**src/design/assert_macros.svh**
```systemverilog
// assertion macros shared by the bitmap range engine
`ifndef ASSERT_MACROS_SVH
`define ASSERT_MACROS_SVH

// same-cycle implication, checked outside reset
`define BRNG_ASSERT_IMPLY(name, clk, rst, ante, cons, msg) \
   name: assert property (@(posedge clk) disable iff (rst) (ante) |-> (cons)) \
      else $error(msg);

// next-cycle implication, checked outside reset
`define BRNG_ASSERT_NEXT(name, clk, rst, ante, cons, msg) \
   name: assert property (@(posedge clk) disable iff (rst) (ante) |=> (cons)) \
      else $error(msg);

`endif

```
**src/design/brng_pkg.sv**
```systemverilog
// package for the bitmap range engine: constants, codes, microcode and helpers
package brng_pkg;

   localparam int DEFAULT_BIT_CAPACITY = 1024;
   localparam int WORD_BITS            = 64;
   localparam int WORD_SHIFT           = 6;
   localparam int WORD_BYTES           = WORD_BITS / 8;
   localparam int POS_W                = 11;
   localparam int FUNC_W               = 3;
   localparam int INDEX_W              = 10;
   localparam int DEFAULT_WORDS        = (DEFAULT_BIT_CAPACITY + WORD_BITS - 1) / WORD_BITS;
   localparam int DEFAULT_ADDR_W       = (DEFAULT_WORDS > 1) ? $clog2(DEFAULT_WORDS) : 1;

   localparam logic [POS_W-1:0] BITS_IN_USE_RESET = POS_W'(1024);

   // command codes
   localparam logic [FUNC_W-1:0] FUNC_PUT    = 3'd0;
   localparam logic [FUNC_W-1:0] FUNC_GET    = 3'd1;
   localparam logic [FUNC_W-1:0] FUNC_SET    = 3'd2;
   localparam logic [FUNC_W-1:0] FUNC_CLEAR  = 3'd3;
   localparam logic [FUNC_W-1:0] FUNC_INVERT = 3'd4;
   localparam logic [FUNC_W-1:0] FUNC_COUNT  = 3'd5;

   // how a walked word is rewritten
   typedef enum logic [1:0] {
      WK_NONE,
      WK_OR,
      WK_ANDN,
      WK_XOR
   } wr_kind_type;

   // microprogram steps
   typedef enum logic [2:0] {
      ST_CLEAR,
      ST_IDLE,
      ST_CHECK,
      ST_WALK,
      ST_SUM,
      ST_DONE
   } step_type;

   // jump conditions
   typedef enum logic [2:0] {
      JC_ALWAYS,
      JC_CLEAR_END,
      JC_ACCEPT,
      JC_HAS_WORK,
      JC_WALK_END,
      JC_RSP_FREE
   } cond_type;

   typedef struct packed {
      logic     req_ready;
      logic     clr_wr;
      logic     walk;
      logic     rsp_load;
      cond_type cond;
      step_type target_t;
      step_type target_f;
   } uword_type;

   typedef struct packed {
      logic accept;
      logic has_work;
      logic walk_end;
      logic clear_end;
      logic rsp_free;
   } seq_status_type;

   // control store
   function automatic uword_type brng_rom(input step_type step);
      uword_type uw;
      uw = '{req_ready: 1'b0, clr_wr: 1'b0, walk: 1'b0, rsp_load: 1'b0,
             cond: JC_ALWAYS, target_t: ST_IDLE, target_f: ST_IDLE};
      unique case (step)
         ST_CLEAR: begin
            uw.clr_wr   = 1'b1;
            uw.cond     = JC_CLEAR_END;
            uw.target_t = ST_IDLE;
            uw.target_f = ST_CLEAR;
         end
         ST_IDLE: begin
            uw.req_ready = 1'b1;
            uw.cond      = JC_ACCEPT;
            uw.target_t  = ST_CHECK;
            uw.target_f  = ST_IDLE;
         end
         ST_CHECK: begin
            uw.cond     = JC_HAS_WORK;
            uw.target_t = ST_WALK;
            uw.target_f = ST_SUM;
         end
         ST_WALK: begin
            uw.walk     = 1'b1;
            uw.cond     = JC_WALK_END;
            uw.target_t = ST_SUM;
            uw.target_f = ST_WALK;
         end
         ST_SUM: begin
            uw.cond     = JC_ALWAYS;
            uw.target_t = ST_DONE;
            uw.target_f = ST_DONE;
         end
         ST_DONE: begin
            uw.rsp_load = 1'b1;
            uw.cond     = JC_RSP_FREE;
            uw.target_t = ST_IDLE;
            uw.target_f = ST_DONE;
         end
         default: begin
            uw.cond     = JC_ALWAYS;
            uw.target_t = ST_IDLE;
            uw.target_f = ST_IDLE;
         end
      endcase
      return uw;
   endfunction

   // ones in one byte
   function automatic logic [3:0] pop8(input logic [7:0] b);
      logic [3:0] n;
      n = 4'd0;
      for (int i = 0; i < 8; i++) begin
         n = n + {3'd0, b[i]};
      end
      return n;
   endfunction

endpackage

```
**src/design/brng_req_if.sv**
```systemverilog
// command channel of the bitmap range engine
interface brng_req_if
   import brng_pkg::*;
   ();
   logic               valid;
   logic               ready;
   logic [FUNC_W-1:0]  func;
   logic [INDEX_W-1:0] bit_index;
   logic [INDEX_W-1:0] range_high;
   logic               bit_value;

   modport source (output valid, output func, output bit_index, output range_high,
                   output bit_value, input ready);
   modport sink   (input valid, input func, input bit_index, input range_high,
                   input bit_value, output ready);
endinterface

```
**src/design/brng_rsp_if.sv**
```systemverilog
// result channel of the bitmap range engine
interface brng_rsp_if
   import brng_pkg::*;
   ();
   logic             valid;
   logic             ready;
   logic [POS_W-1:0] value;
   logic             ok;

   modport source (output valid, output value, output ok, input ready);
   modport sink   (input valid, input value, input ok, output ready);
endinterface

```
**src/design/bitmap_range_engine.sv**
```systemverilog
// bitmap range engine: top level with the word datapath and channel handling
//
// A bit vector of BIT_CAPACITY bits kept in a memory of 64-bit words and run by
// a small microprogram. One command is taken at a time. After reset a clearing
// pass writes zero to every word, one word a cycle, during which no command is
// taken; csr writes are taken at all times. A command then walks W words
// between its accepting edge and its result, where W is the number of words it
// touches: 1 for put and get, the words spanned by lo..hi for a range command,
// ceil(length/64) for count, and 0 for a rejected command or a count at length
// zero. The word loop reads one word and writes it back in the same cycle
// through the single read and single write port of the memory, so W is the
// walk of the stored words. The result sits in an output register, and the next
// command can be taken while it waits; a new result is only loaded once the old
// one is gone.

module bitmap_range_engine
   import brng_pkg::*;
   #(
      parameter int BIT_CAPACITY = DEFAULT_BIT_CAPACITY
   ) (
      input  logic             clock,
      input  logic             reset,
      input  logic             csr_wr_en,
      input  logic [POS_W-1:0] csr_wr_data,
      brng_req_if.sink         req_bus,
      brng_rsp_if.source       rsp_bus
   );

`include "assert_macros.svh"

   localparam int WORDS  = (BIT_CAPACITY + WORD_BITS - 1) / WORD_BITS;
   localparam int ADDR_W = (WORDS > 1) ? $clog2(WORDS) : 1;

   // sequencer control and status
   uword_type      ctrl;
   seq_status_type status;
   logic           accept;

   // length register
   logic [POS_W-1:0] bits_in_use_ff;
   logic [POS_W-1:0] len;

   // command decode at the accepting edge
   logic             is_putget, is_range, is_count;
   logic             cmd_ok, cmd_walk, cmd_cnt;
   logic [POS_W-1:0] lo_pos, hi_pos;
   wr_kind_type      cmd_kind;

   // command registers
   logic [POS_W-1:0]  lo_ff, hi_ff;
   logic [ADDR_W-1:0] start_ff, end_ff, addr_ff, addr_in;
   logic              ok_ff, has_work_ff, cnt_en_ff;
   wr_kind_type       wr_kind_ff;

   // word datapath
   logic [WORD_BITS-1:0] rd_word, lower, upper, mask, new_word, masked;
   logic [WORD_BITS-1:0] wr_data;
   logic                 wr_en;
   logic [ADDR_W-1:0]    rd_addr;
   logic [3:0]           bcnt_ff [WORD_BYTES];
   logic [3:0]           bcnt_in [WORD_BYTES];
   logic [POS_W-1:0]     acc_ff, acc_in, bsum;

   // result register
   logic             rsp_valid_ff;
   logic [POS_W-1:0] rsp_value_ff;
   logic             rsp_ok_ff;
   logic             rsp_free, rsp_load_en;

   brng_seq u_seq (
      .clock  (clock),
      .reset  (reset),
      .status (status),
      .ctrl   (ctrl)
   );

   brng_store #(
      .WORDS  (WORDS),
      .ADDR_W (ADDR_W)
   ) u_store (
      .clock   (clock),
      .wr_en   (wr_en),
      .wr_addr (addr_ff),
      .wr_data (wr_data),
      .rd_addr (rd_addr),
      .rd_data (rd_word)
   );

   // csr: length in use, taken as written
   always_ff @(posedge clock) begin
      if (reset) begin
         bits_in_use_ff <= BITS_IN_USE_RESET;
      end else if (csr_wr_en) begin
         bits_in_use_ff <= csr_wr_data;
      end
   end

   // a length above capacity acts as the capacity
   always_comb begin
      if (32'(bits_in_use_ff) > 32'(BIT_CAPACITY)) begin
         len = POS_W'(BIT_CAPACITY);
      end else begin
         len = bits_in_use_ff;
      end
   end

   assign req_bus.ready = ctrl.req_ready;
   assign accept        = req_bus.valid && ctrl.req_ready;

   // decode: check the arguments and turn every command into a word walk lo..hi
   always_comb begin
      is_putget = (req_bus.func == FUNC_PUT) || (req_bus.func == FUNC_GET);
      is_range  = (req_bus.func == FUNC_SET) || (req_bus.func == FUNC_CLEAR) ||
                  (req_bus.func == FUNC_INVERT);
      is_count  = (req_bus.func == FUNC_COUNT);

      cmd_ok = 1'b0;
      if (is_putget) begin
         cmd_ok = {1'b0, req_bus.bit_index} < len;
      end else if (is_range) begin
         cmd_ok = ({1'b0, req_bus.range_high} < len) &&
                  (req_bus.bit_index <= req_bus.range_high);
      end else if (is_count) begin
         cmd_ok = 1'b1;
      end

      // empty vector: count answers zero without a walk
      cmd_walk = cmd_ok && !(is_count && (len == '0));
      // old bit for put and get and the ones count both come from the popcount
      cmd_cnt  = is_putget || is_count;

      lo_pos = is_count ? '0 : {1'b0, req_bus.bit_index};
      if (is_count) begin
         hi_pos = len - POS_W'(1);
      end else if (is_range) begin
         hi_pos = {1'b0, req_bus.range_high};
      end else begin
         hi_pos = {1'b0, req_bus.bit_index};
      end

      priority if (req_bus.func == FUNC_PUT) begin
         cmd_kind = req_bus.bit_value ? WK_OR : WK_ANDN;
      end else if (req_bus.func == FUNC_SET) begin
         cmd_kind = WK_OR;
      end else if (req_bus.func == FUNC_CLEAR) begin
         cmd_kind = WK_ANDN;
      end else if (req_bus.func == FUNC_INVERT) begin
         cmd_kind = WK_XOR;
      end else begin
         cmd_kind = WK_NONE;
      end
   end

   always_ff @(posedge clock) begin
      if (reset) begin
         ok_ff       <= 1'b0;
         has_work_ff <= 1'b0;
         cnt_en_ff   <= 1'b0;
         wr_kind_ff  <= WK_NONE;
      end else if (accept) begin
         ok_ff       <= cmd_ok;
         has_work_ff <= cmd_walk;
         cnt_en_ff   <= cmd_cnt;
         wr_kind_ff  <= cmd_kind;
      end
   end

   always_ff @(posedge clock) begin
      if (accept) begin
         lo_ff    <= lo_pos;
         hi_ff    <= hi_pos;
         start_ff <= ADDR_W'(lo_pos[POS_W-1:WORD_SHIFT]);
         end_ff   <= ADDR_W'(hi_pos[POS_W-1:WORD_SHIFT]);
      end
   end

   // word pointer: clearing sweep after reset, then the walk of one command
   always_comb begin
      addr_in = addr_ff;
      if (ctrl.clr_wr || ctrl.walk) begin
         addr_in = addr_ff + ADDR_W'(1);
      end else if (accept) begin
         addr_in = ADDR_W'(lo_pos[POS_W-1:WORD_SHIFT]);
      end
   end

   always_ff @(posedge clock) begin
      if (reset) begin
         addr_ff <= '0;
      end else begin
         addr_ff <= addr_in;
      end
   end

   // the check step fetches the first word, each walk step fetches the next
   assign rd_addr = ctrl.walk ? (addr_ff + ADDR_W'(1)) : addr_ff;

   // edge masks: partial first and last word, whole words between
   always_comb begin
      lower = (addr_ff == start_ff) ? ({WORD_BITS{1'b1}} << lo_ff[WORD_SHIFT-1:0])
                                    : {WORD_BITS{1'b1}};
      upper = (addr_ff == end_ff)
            ? ({WORD_BITS{1'b1}} >> (WORD_SHIFT'(WORD_BITS - 1) - hi_ff[WORD_SHIFT-1:0]))
            : {WORD_BITS{1'b1}};
      mask   = lower & upper;
      masked = rd_word & mask;

      unique case (wr_kind_ff)
         WK_OR:   new_word = rd_word | mask;
         WK_ANDN: new_word = rd_word & ~mask;
         WK_XOR:  new_word = rd_word ^ mask;
         default: new_word = rd_word;
      endcase
   end

   // read-modify-write in one step, zero fill during the clearing sweep
   assign wr_en   = ctrl.clr_wr || (ctrl.walk && (wr_kind_ff != WK_NONE));
   assign wr_data = ctrl.clr_wr ? '0 : new_word;

   // popcount: byte counts registered, folded into the total in the next cycle
   always_comb begin
      for (int k = 0; k < WORD_BYTES; k++) begin
         bcnt_in[k] = (ctrl.walk && cnt_en_ff) ? pop8(masked[8*k +: 8]) : 4'd0;
      end
      bsum = '0;
      for (int k = 0; k < WORD_BYTES; k++) begin
         bsum = bsum + POS_W'(bcnt_ff[k]);
      end
      acc_in = accept ? '0 : (acc_ff + bsum);
   end

   always_ff @(posedge clock) begin
      if (reset) begin
         for (int k = 0; k < WORD_BYTES; k++) begin
            bcnt_ff[k] <= 4'd0;
         end
         acc_ff <= '0;
      end else begin
         for (int k = 0; k < WORD_BYTES; k++) begin
            bcnt_ff[k] <= bcnt_in[k];
         end
         acc_ff <= acc_in;
      end
   end

   // result register: loaded only when the previous beat has left
   assign rsp_free    = !rsp_valid_ff || rsp_bus.ready;
   assign rsp_load_en = ctrl.rsp_load && rsp_free;

   always_ff @(posedge clock) begin
      if (reset) begin
         rsp_valid_ff <= 1'b0;
      end else if (rsp_load_en) begin
         rsp_valid_ff <= 1'b1;
      end else if (rsp_bus.ready) begin
         rsp_valid_ff <= 1'b0;
      end
   end

   always_ff @(posedge clock) begin
      if (rsp_load_en) begin
         rsp_value_ff <= acc_ff;
         rsp_ok_ff    <= ok_ff;
      end
   end

   assign rsp_bus.valid = rsp_valid_ff;
   assign rsp_bus.value = rsp_value_ff;
   assign rsp_bus.ok    = rsp_ok_ff;

   // status back to the sequencer
   always_comb begin
      status.accept    = accept;
      status.has_work  = has_work_ff;
      status.walk_end  = (addr_ff == end_ff);
      status.clear_end = (addr_ff == ADDR_W'(WORDS - 1));
      status.rsp_free  = rsp_free;
   end

   // one command at a time: an accepted beat closes the input for the next cycle
   `BRNG_ASSERT_NEXT(a_one_cmd, clock, reset, accept, !req_bus.ready, "second beat taken early")
   // a waiting result is never overwritten
   `BRNG_ASSERT_IMPLY(a_rsp_hold, clock, reset, ctrl.rsp_load && rsp_valid_ff && !rsp_bus.ready, !rsp_load_en, "pending result overwritten")
   // the walk stays inside the words of its range
   `BRNG_ASSERT_IMPLY(a_walk_bounds, clock, reset, ctrl.walk, (addr_ff >= start_ff) && (addr_ff <= end_ff), "walk left its range")
   // a rejected command reports zero
   `BRNG_ASSERT_IMPLY(a_reject_zero, clock, reset, rsp_bus.valid && !rsp_bus.ok, rsp_bus.value == '0, "rejected beat with nonzero value")

endmodule

```
**src/design/brng_store.sv**
```systemverilog
// word memory holding the bit vector, one write and one registered read port
module brng_store
   import brng_pkg::*;
   #(
      parameter int WORDS  = DEFAULT_WORDS,
      parameter int ADDR_W = DEFAULT_ADDR_W
   ) (
      input  logic                 clock,
      input  logic                 wr_en,
      input  logic [ADDR_W-1:0]    wr_addr,
      input  logic [WORD_BITS-1:0] wr_data,
      input  logic [ADDR_W-1:0]    rd_addr,
      output logic [WORD_BITS-1:0] rd_data
   );

   logic [WORD_BITS-1:0] mem [WORDS];
   logic [WORD_BITS-1:0] rd_data_ff;

   always_ff @(posedge clock) begin
      if (wr_en) begin
         mem[wr_addr] <= wr_data;
      end
   end

   always_ff @(posedge clock) begin
      rd_data_ff <= mem[rd_addr];
   end

   assign rd_data = rd_data_ff;

endmodule

```
**src/design/brng_seq.sv**
```systemverilog
// microprogram sequencer: step counter, control store and conditional jumps
module brng_seq
   import brng_pkg::*;
   (
      input  logic           clock,
      input  logic           reset,
      input  seq_status_type status,
      output uword_type      ctrl
   );

   step_type upc_ff;
   step_type upc_in;
   logic     taken;

   always_ff @(posedge clock) begin
      if (reset) begin
         upc_ff <= ST_CLEAR;
      end else begin
         upc_ff <= upc_in;
      end
   end

   always_comb begin
      ctrl = brng_rom(upc_ff);
      unique case (ctrl.cond)
         JC_ALWAYS:    taken = 1'b1;
         JC_CLEAR_END: taken = status.clear_end;
         JC_ACCEPT:    taken = status.accept;
         JC_HAS_WORK:  taken = status.has_work;
         JC_WALK_END:  taken = status.walk_end;
         JC_RSP_FREE:  taken = status.rsp_free;
         default:      taken = 1'b0;
      endcase
      upc_in = taken ? ctrl.target_t : ctrl.target_f;
   end

endmodule
```
**src/flat_wrapper.sv**
```systemverilog
// flat-port wrapper written by rule: the top's interface ports become plain ports
module bitmap_range_engine_flat import brng_pkg::*;
#(
      parameter int BIT_CAPACITY = DEFAULT_BIT_CAPACITY
   )
  (clock, reset, csr_wr_en, csr_wr_data, req_bus_valid, req_bus_func, req_bus_bit_index, req_bus_range_high, req_bus_bit_value, req_bus_ready, rsp_bus_valid, rsp_bus_value, rsp_bus_ok, rsp_bus_ready);
  brng_req_if req_bus_i ();
  brng_rsp_if rsp_bus_i ();
  input  logic clock;
  input  logic reset;
  input  logic csr_wr_en;
  input  logic [POS_W-1:0] csr_wr_data;
  input wire logic [$bits(req_bus_i.valid)-1:0] req_bus_valid;
  input wire logic [$bits(req_bus_i.func)-1:0] req_bus_func;
  input wire logic [$bits(req_bus_i.bit_index)-1:0] req_bus_bit_index;
  input wire logic [$bits(req_bus_i.range_high)-1:0] req_bus_range_high;
  input wire logic [$bits(req_bus_i.bit_value)-1:0] req_bus_bit_value;
  output wire logic [$bits(req_bus_i.ready)-1:0] req_bus_ready;
  output wire logic [$bits(rsp_bus_i.valid)-1:0] rsp_bus_valid;
  output wire logic [$bits(rsp_bus_i.value)-1:0] rsp_bus_value;
  output wire logic [$bits(rsp_bus_i.ok)-1:0] rsp_bus_ok;
  input wire logic [$bits(rsp_bus_i.ready)-1:0] rsp_bus_ready;
  assign req_bus_i.valid = req_bus_valid;
  assign req_bus_i.func = req_bus_func;
  assign req_bus_i.bit_index = req_bus_bit_index;
  assign req_bus_i.range_high = req_bus_range_high;
  assign req_bus_i.bit_value = req_bus_bit_value;
  assign req_bus_ready = req_bus_i.ready;
  assign rsp_bus_valid = rsp_bus_i.valid;
  assign rsp_bus_value = rsp_bus_i.value;
  assign rsp_bus_ok = rsp_bus_i.ok;
  assign rsp_bus_i.ready = rsp_bus_ready;
  bitmap_range_engine #(.BIT_CAPACITY(BIT_CAPACITY)) u_core (.clock(clock), .reset(reset), .csr_wr_en(csr_wr_en), .csr_wr_data(csr_wr_data), .req_bus(req_bus_i), .rsp_bus(rsp_bus_i));
endmodule
```
**config.mk**
```make
export PLATFORM = sky130hd
export DESIGN_NAME = bitmap_range_engine_flat
export DESIGN_NICKNAME = d
export VERILOG_FILES = /design/src/design/brng_pkg.sv /design/src/design/brng_req_if.sv /design/src/design/brng_rsp_if.sv /design/src/design/bitmap_range_engine.sv /design/src/design/brng_store.sv /design/src/design/brng_seq.sv /design/src/flat_wrapper.sv
export VERILOG_INCLUDE_DIRS = /design/src /design/src/design
export SDC_FILE = /design/constraint.sdc
export NUM_CORES = 2
export LEC_CHECK = 0
export BUFFER_PORTS_ARGS = -buffer_cell sky130_fd_sc_hd__buf_2
export CAP_MARGIN = 15
export CORE_MARGIN = 3
export CORE_UTILIZATION = 30
export DETAILED_ROUTE_END_ITERATION = 10
export PLACE_DENSITY = 0.56
export SLEW_MARGIN = 20
export SYNTH_ARGS = -nofsm -noshare
export SYNTH_HDL_FRONTEND = slang
export SYNTH_SLANG_ARGS = --single-unit
export TNS_END_PERCENT = 50
```
**constraint.sdc**
```tcl
create_clock -name clock -period 12.4 [get_ports clock]
set_input_delay 0 -clock clock [delete_from_list [all_inputs] [get_ports clock]]
set_output_delay 0 -clock clock [all_outputs]
set_load 0.1 [all_outputs]
```
* Yosys cells after proc, flatten, opt, wreduce, memory -nomap -nowiden *
Memory sizes are Yosys's and may differ from the RTL's. A register that Yosys moved wholly into a read port is not among the register bits.
Cells that the tools add are included.

operators by class
  $add $sub $neg = 67
  shifts and indexed selects = 2
  equal/unequal tests = 21
  multiplexer cells = 49
  magnitude comparators = 4
  bitwise operators = 14
  reduce and logical (&&, ||, !) cells = 24

operator list
  kind                     number
  $add A4 B1 Y4            48
  $and A64 B64 Y64         3
  $mux W64                 3
  $pmux W64 S3             1
  $mux W4                  19
  $add A11 B4 Y11          6
  $not A64 Y64             1
  $or A64 B64 Y64          1
  $shl A64 B6 Y64 const A  1
  $shr A64 B6 Y64 const A  1
  $xor A64 B64 Y64         1
  $pmux W9 S6              1
  $mux W10                 3
  $lt A10 B11 Y1           2
  $eq A3 B2 Y1 const B     6
  $eq A3 B3 Y1 const B     6
  $add A1 B1 Y2            8
  $mux W1                  14
  $add A11 B11 Y11         1
  $gt A11 B11 Y1 const B   1
  $logic_not A11 Y1        1
  $mux W11                 1
  $le A10 B10 Y1           1
  $mux W2                  5
  other kinds (18)         46

word-level totals
  bits in writable memories = 1056
  output and inout bits = 14
  logic and storage cells = 198
  memories kept = 2
  input bits = 40
  bits in registers = 67

memory list
  name                depth  width  read ports  clocked after Yosys merged registers in  wr ports  line                       source
  u_core.u_store.mem  16     64     1           1                                        1         brng_store.sv:16           logic [WORD_BITS-1:0] mem [WORDS];
  u_core.bcnt_ff      8      4      8           0                                        8         bitmap_range_engine.sv:60  logic [3:0] bcnt_ff [WORD_BYTES];

* Depth between registers and ports, before layout *
  word-level depth = 14
  depth in mapped cells = 20
  mapped depth without buffers = 18

* Hierarchy *
A second synthesis with hierarchy kept.

unflattened totals
  cell total of the unflattened synthesis = 3301
  area total of the unflattened synthesis = 52954.5 sq um

modules (own cells, without submodules)
  module               cells an instance  sequential area each (sq um)  times used  area an instance (sq um)
  brng_store           1647               32030.7                       1           39581.7
  bitmap_range_engine  1616               2242.2                        1           13083.8
  brng_seq             38                 60.1                          1           289.0

* Worst setup path before layout *
Ideal clock, no wire load.

  path type = reg-to-reg
  start point = register u_core.wr_kind_ff[0]
  end point = memory u_core.u_store.mem[2][0], enable pin
  clock period less this slack = 6161 ps
  data arrival time = 5596 ps
  path buffers = 2
  required time = 11835 ps
  cell stages (with the launch flop) = 7
  path slack = 6239 ps
  cell sequence = dfxtp_1 > clkbuf_1 > clkbuf_1 > o211ai_1 > a21oi_1 > nand2_1 > nor3_1

on the way
  word-level cells in the longest chain between the ends = 5

RTL lines
  item                           line                        source
  from (decl)                    bitmap_range_engine.sv:53   wr_kind_type wr_kind_ff;
  from (signal assigned)         bitmap_range_engine.sv:164  wr_kind_ff <= cmd_kind;
  $reduce_bool A2 Y1             bitmap_range_engine.sv:217  assign wr_en = ctrl.clr_wr || (ctrl.walk && (wr_kind_ff != WK_NONE));
  $logic_and A1 B1 Y1            bitmap_range_engine.sv:217
  $logic_or A1 B1 Y1             bitmap_range_engine.sv:217
  $mux W1                        brng_store.sv:20            if (wr_en) begin
  $mux W1 (implied by the code)  brng_store.sv:21            mem[wr_addr] <= wr_data;
  to (decl)                      brng_store.sv:16

Every way passes these cells.

==> impl_metrics.py <==
metrics = {
    "floorplanning": {
        "ios": 54,
        "rows": 153,
        "die_h_um": 426,
        "die_area_um2": 181000,
        "initial_core_util_pct": 30.3,
        "core_um2": 174000,
        "die_x_um": 426,
    },
    "placement": {
        "place_congestion": 0.895,
        "io_buffers": 53,
        "dp_cells": 5550,
        "hpwl_mm": 73.0,
    },
    "job": {
        "cap_violations": 0,
    },
    "power_and_ir_drop": {
        "power_frac_seq_pct": 45.9,
        "leakage_nw": 21.3,
        "power.switching_w": 0.00288,
        "clkPwrFrac_pct": 34.5,
        "irDropWorstVdd_v": 0.000117,
        "combPwrFrac_pct": 19.6,
        "power_density_nw_per_um2": 171,
        "p_total_w": 0.0104,
        "intPower_w": 0.00752,
        "switching_share_pct": 27.7,
    },
    "final_layout": {
        "fillCellCount": 16400,
        "drive_gt1_share_pct": 18.2,
        "fin_cells": 5852,
        "fin_util_pct": 34.8,
        "layout_common_cells": "edfxtp_1, ha_1, mux4_2, inv_1, nor2_1",
        "area_growth_pct": 14.9,
        "final_common_cell": "edfxtp_1",
        "finalNetCount": 3789,
    },
    "route": {
        "drc_errors": 0,
        "antenna_left": 0,
        "dr_total_vias": 28700,
        "first_pass_iters": 5,
        "vias_per_cell": 4.90,
        "finalWirelength_mm": 133,
        "avgRoutedWirePerCell_um": 22.8,
        "first_iter_violations": 2471,
    },
    "yosys": {
        "synth-edff-count": 1056,
        "netlist_area_um2": 52800,
        "ys_warn_count": 0,
        "synth_seq_area_share_pct": 65.0,
        "synth_cells": 3273,
        "synthDistinctLibCells": 62,
        "ys_seq_elements": 1187,
        "async_reset_ff_share_pct": 0,
        "synthFlopType": "edfxtp_1",
        "syn-num-nets": 3640,
        "synth_area_per_cell_um2": 16.1,
    },
    "critical_path": {
        "path_cells": "xnor2_1 -> nand4_1 -> buf_4 -> nor2_1 -> nand2_1 -> o21ai_0 -> inv_1 -> ha_1 -> ha_1 -> inv_1 -> fa_1 -> inv_1 -> fa_1 -> inv_1 -> fa_1 -> fa_1 -> xor2_1 -> nor2_1",
        "cp.arrival_ns": 6.51,
        "r2r_start": "u_core.addr_ff[3]$_SDFFE_PP0P_",
        "ff2ff_path_depth": 18,
        "cp-start-kind": "register",
        "slowest_stage": "dfxtp_1",
        "end_kind": "register",
        "reg2reg_to": "u_core.bcnt_ff[1][14]$_SDFF_PP0_",
        "path_max_fanout": 26,
        "r2r_slack_ns": 6.50,
        "max_stage_delay_ns": 0.88,
        "critical_path_class": "reg -> reg",
        "required_ns": 13.01,
    },
    "grt": {
        "grt_usage_pct": 14.7,
        "grt_overflow": 0,
        "grt_start_max_net_pins": 126,
        "grt_pass1_wl_mm": 197,
        "antenna_found_initial": 1,
        "grt_pass1_vias": 28800,
    },
    "sta": {
        "tightestPinTransition_ns": 1.10,
        "final.min_clock_period_ns": 5.90,
        "finalSetupTns_ns": 0,
        "slew_headroom_pct": 26.5,
        "min_period_over_period_pct": 47.6,
        "clock.fmax_mhz": 169,
        "hold_viol_final": 0,
        "drv_slew": 0,
        "skew_ns": 0.0315,
        "rsz0062_at_grt": "false",
        "setup_viol": 0,
    },
    "clocking": {
        "cts_buffers": 119,
        "htreeDepth": 3,
        "cts_tree": "built",
        "root_buffer": "clkbuf_16",
        "ctsLongestPathBuffers": 3,
        "post_cts_buffers": 0,
        "numClockSinks": 1187,
        "clkSlewWorstSetupHoldPaths_ns": 0.06,
        "insertion_delay_ns": 0.74,
    },
    "worst_hold_path": {
        "holdPathStages": 3,
        "min_path_type": "in -> reg",
        "min_from": "req_bus_bit_index[8]",
        "holdPathEnd": "u_core.start_ff[2]$_DFFE_PP_",
    },
    "outcome": {
        "status": "finished clean",
    },
}
metal layers:
layer  wire (µm)  global-route usage, %  up-vias  part of all wire, %
li1            -                      -    12800                    -
met1       59000                   20.4    14900                   44
met2       62100                   23.2      878                   47
met3        8460                   2.74      177                  6.4
met4        3500                   4.61        0                  2.6
met5           0                      0        -                    0
flip-flops by register name (all words and copies together) (netlist names), 2 cells and up:
signal	count
u_core.bits_in_use_ff	11
u_core.rsp_bus.value	11
u_core.acc_ff	11
u_core.bcnt_ff	32
u_core.wr_kind_ff	2
u_core.start_ff	4
u_core.end_ff	4
u_core.hi_ff	6
u_core.u_store.mem	1024
u_core.lo_ff	6
u_core.u_store.rd_data	64
u_core.u_seq.upc_ff	3
u_core.addr_ff	4
what timing repair did:
action | 4_1_cts | 5_1_grt
gates resized for setup | 0 | 0
hold buffers | 76 | 0
hold endpoints to repair | 44 | 0
layout make-up:
| type | count | area, µm² | area share, % |
|---|---|---|---|
| Clock buffer | 161 | 3220 | 5.30 |
| Tap cell | 2325 | 2910 | 4.79 |
| Multi-Input combinational cell | 1670 | 17000 | 28.0 |
| Sequential cell | 1187 | 34300 | 56.6 |
| Clock inverter | 62 | 686 | 1.13 |
| Timing Repair Buffer | 203 | 1610 | 2.65 |
| Inverter | 241 | 905 | 1.49 |
| Antenna cell | 3 | 7.51 | 0.0124 |
stage by stage:
stage               worst slack (ns)  hold slack [ns]  area (µm²)
finish                          6.50            0.231       60700
global route                    6.09            0.213       60700
CTS                             6.53            0.160       60700
detailed placement              6.56            0.218       56000
global placement                6.70            0.218       56000
floorplan                       6.24            0.122       52800
worst max-delay path, delay by kind of cell (launching register included):
family	cells	cell delay, ns
buffers and inverters	5	0.50
flip-flops	1	0.88
AND/OR/NAND/NOR	4	1.34
AO/OA/AOI/OAI	1	0.42
XOR/XNOR	2	0.36
adder cells (fa/ha/maj)	6	2.27
worst max path at each step:
stage                                            from                                 end  slack [ns]  cells after the start
floorplan           u_core.wr_kind_ff[0]$_SDFFE_PP0P_  u_core.u_store.mem[2][0]$_DFFE_PP_        6.24                      6
global placement       u_core.addr_ff[3]$_SDFFE_PP0P_    u_core.bcnt_ff[1][10]$_SDFF_PP0_        6.70                     18
detailed placement     u_core.addr_ff[3]$_SDFFE_PP0P_    u_core.bcnt_ff[1][14]$_SDFF_PP0_        6.56                     18
CTS                    u_core.addr_ff[3]$_SDFFE_PP0P_    u_core.bcnt_ff[1][14]$_SDFF_PP0_        6.53                     18
global route           u_core.addr_ff[3]$_SDFFE_PP0P_    u_core.bcnt_ff[1][14]$_SDFF_PP0_        6.09                     18
finish                 u_core.addr_ff[3]$_SDFFE_PP0P_    u_core.bcnt_ff[1][14]$_SDFF_PP0_        6.50                     18
power groups by stage:
stage | clock, W | combinational (W) | sequential, W
2_1_floorplan | 0 | 0.00145 | 0.00479
3_3_place_gp | 0 | 0.00199 | 0.00486
3_5_place_dp | 0 | 0.00203 | 0.00486
4_1_cts | 0.00367 | 0.00206 | 0.00478
5_1_grt | 0.00383 | 0.00232 | 0.00480
6_report | 0.00359 | 0.00204 | 0.00477
cell families (layout without fill, tap and decap cells):
logic type      Yosys count  in the layout  synth area share [%]
compound gates          452            452                  5.63
xor+xnor                 31             31                 0.528
flops                  1187           1187                  65.0
other cells               0              3                     0
fa+ha+maj               327            327                  8.54
simple gates            502            502                  4.17
mux                     358            358                  13.0
buf+inv                 416            667                  3.15
cell usage after synthesis, types with 11 or more instances:
| master | instances | share of area, % |
|---|---|---|
| o22ai_1 | 17 | 0.20 |
| dfxtp_1 | 131 | 5.0 |
| ha_1 | 271 | 6.4 |
| nand2_1 | 139 | 0.99 |
| o21ai_0 | 65 | 0.62 |
| nand2b_1 | 21 | 0.25 |
| a22oi_1 | 135 | 1.9 |
| nand3_1 | 11 | 0.10 |
| mux4_2 | 256 | 11 |
| buf_2 | 42 | 0.40 |
| edfxtp_1 | 1056 | 60 |
| xnor2_1 | 17 | 0.28 |
| mux2_2 | 50 | 1.1 |
| mux2i_1 | 52 | 0.99 |
| buf_1 | 17 | 0.12 |
| fa_1 | 56 | 2.1 |
| xor2_1 | 13 | 0.22 |
| nor2_1 | 233 | 1.7 |
| a21o_1 | 16 | 0.23 |
| a211oi_1 | 67 | 0.95 |
| clkbuf_1 | 103 | 0.73 |
| and2_1 | 25 | 0.30 |
| a21oi_1 | 103 | 0.98 |
| nor3_1 | 19 | 0.18 |
| inv_1 | 240 | 1.7 |
| buf_4 | 13 | 0.18 |
Power figures use the tool's default switching activity.
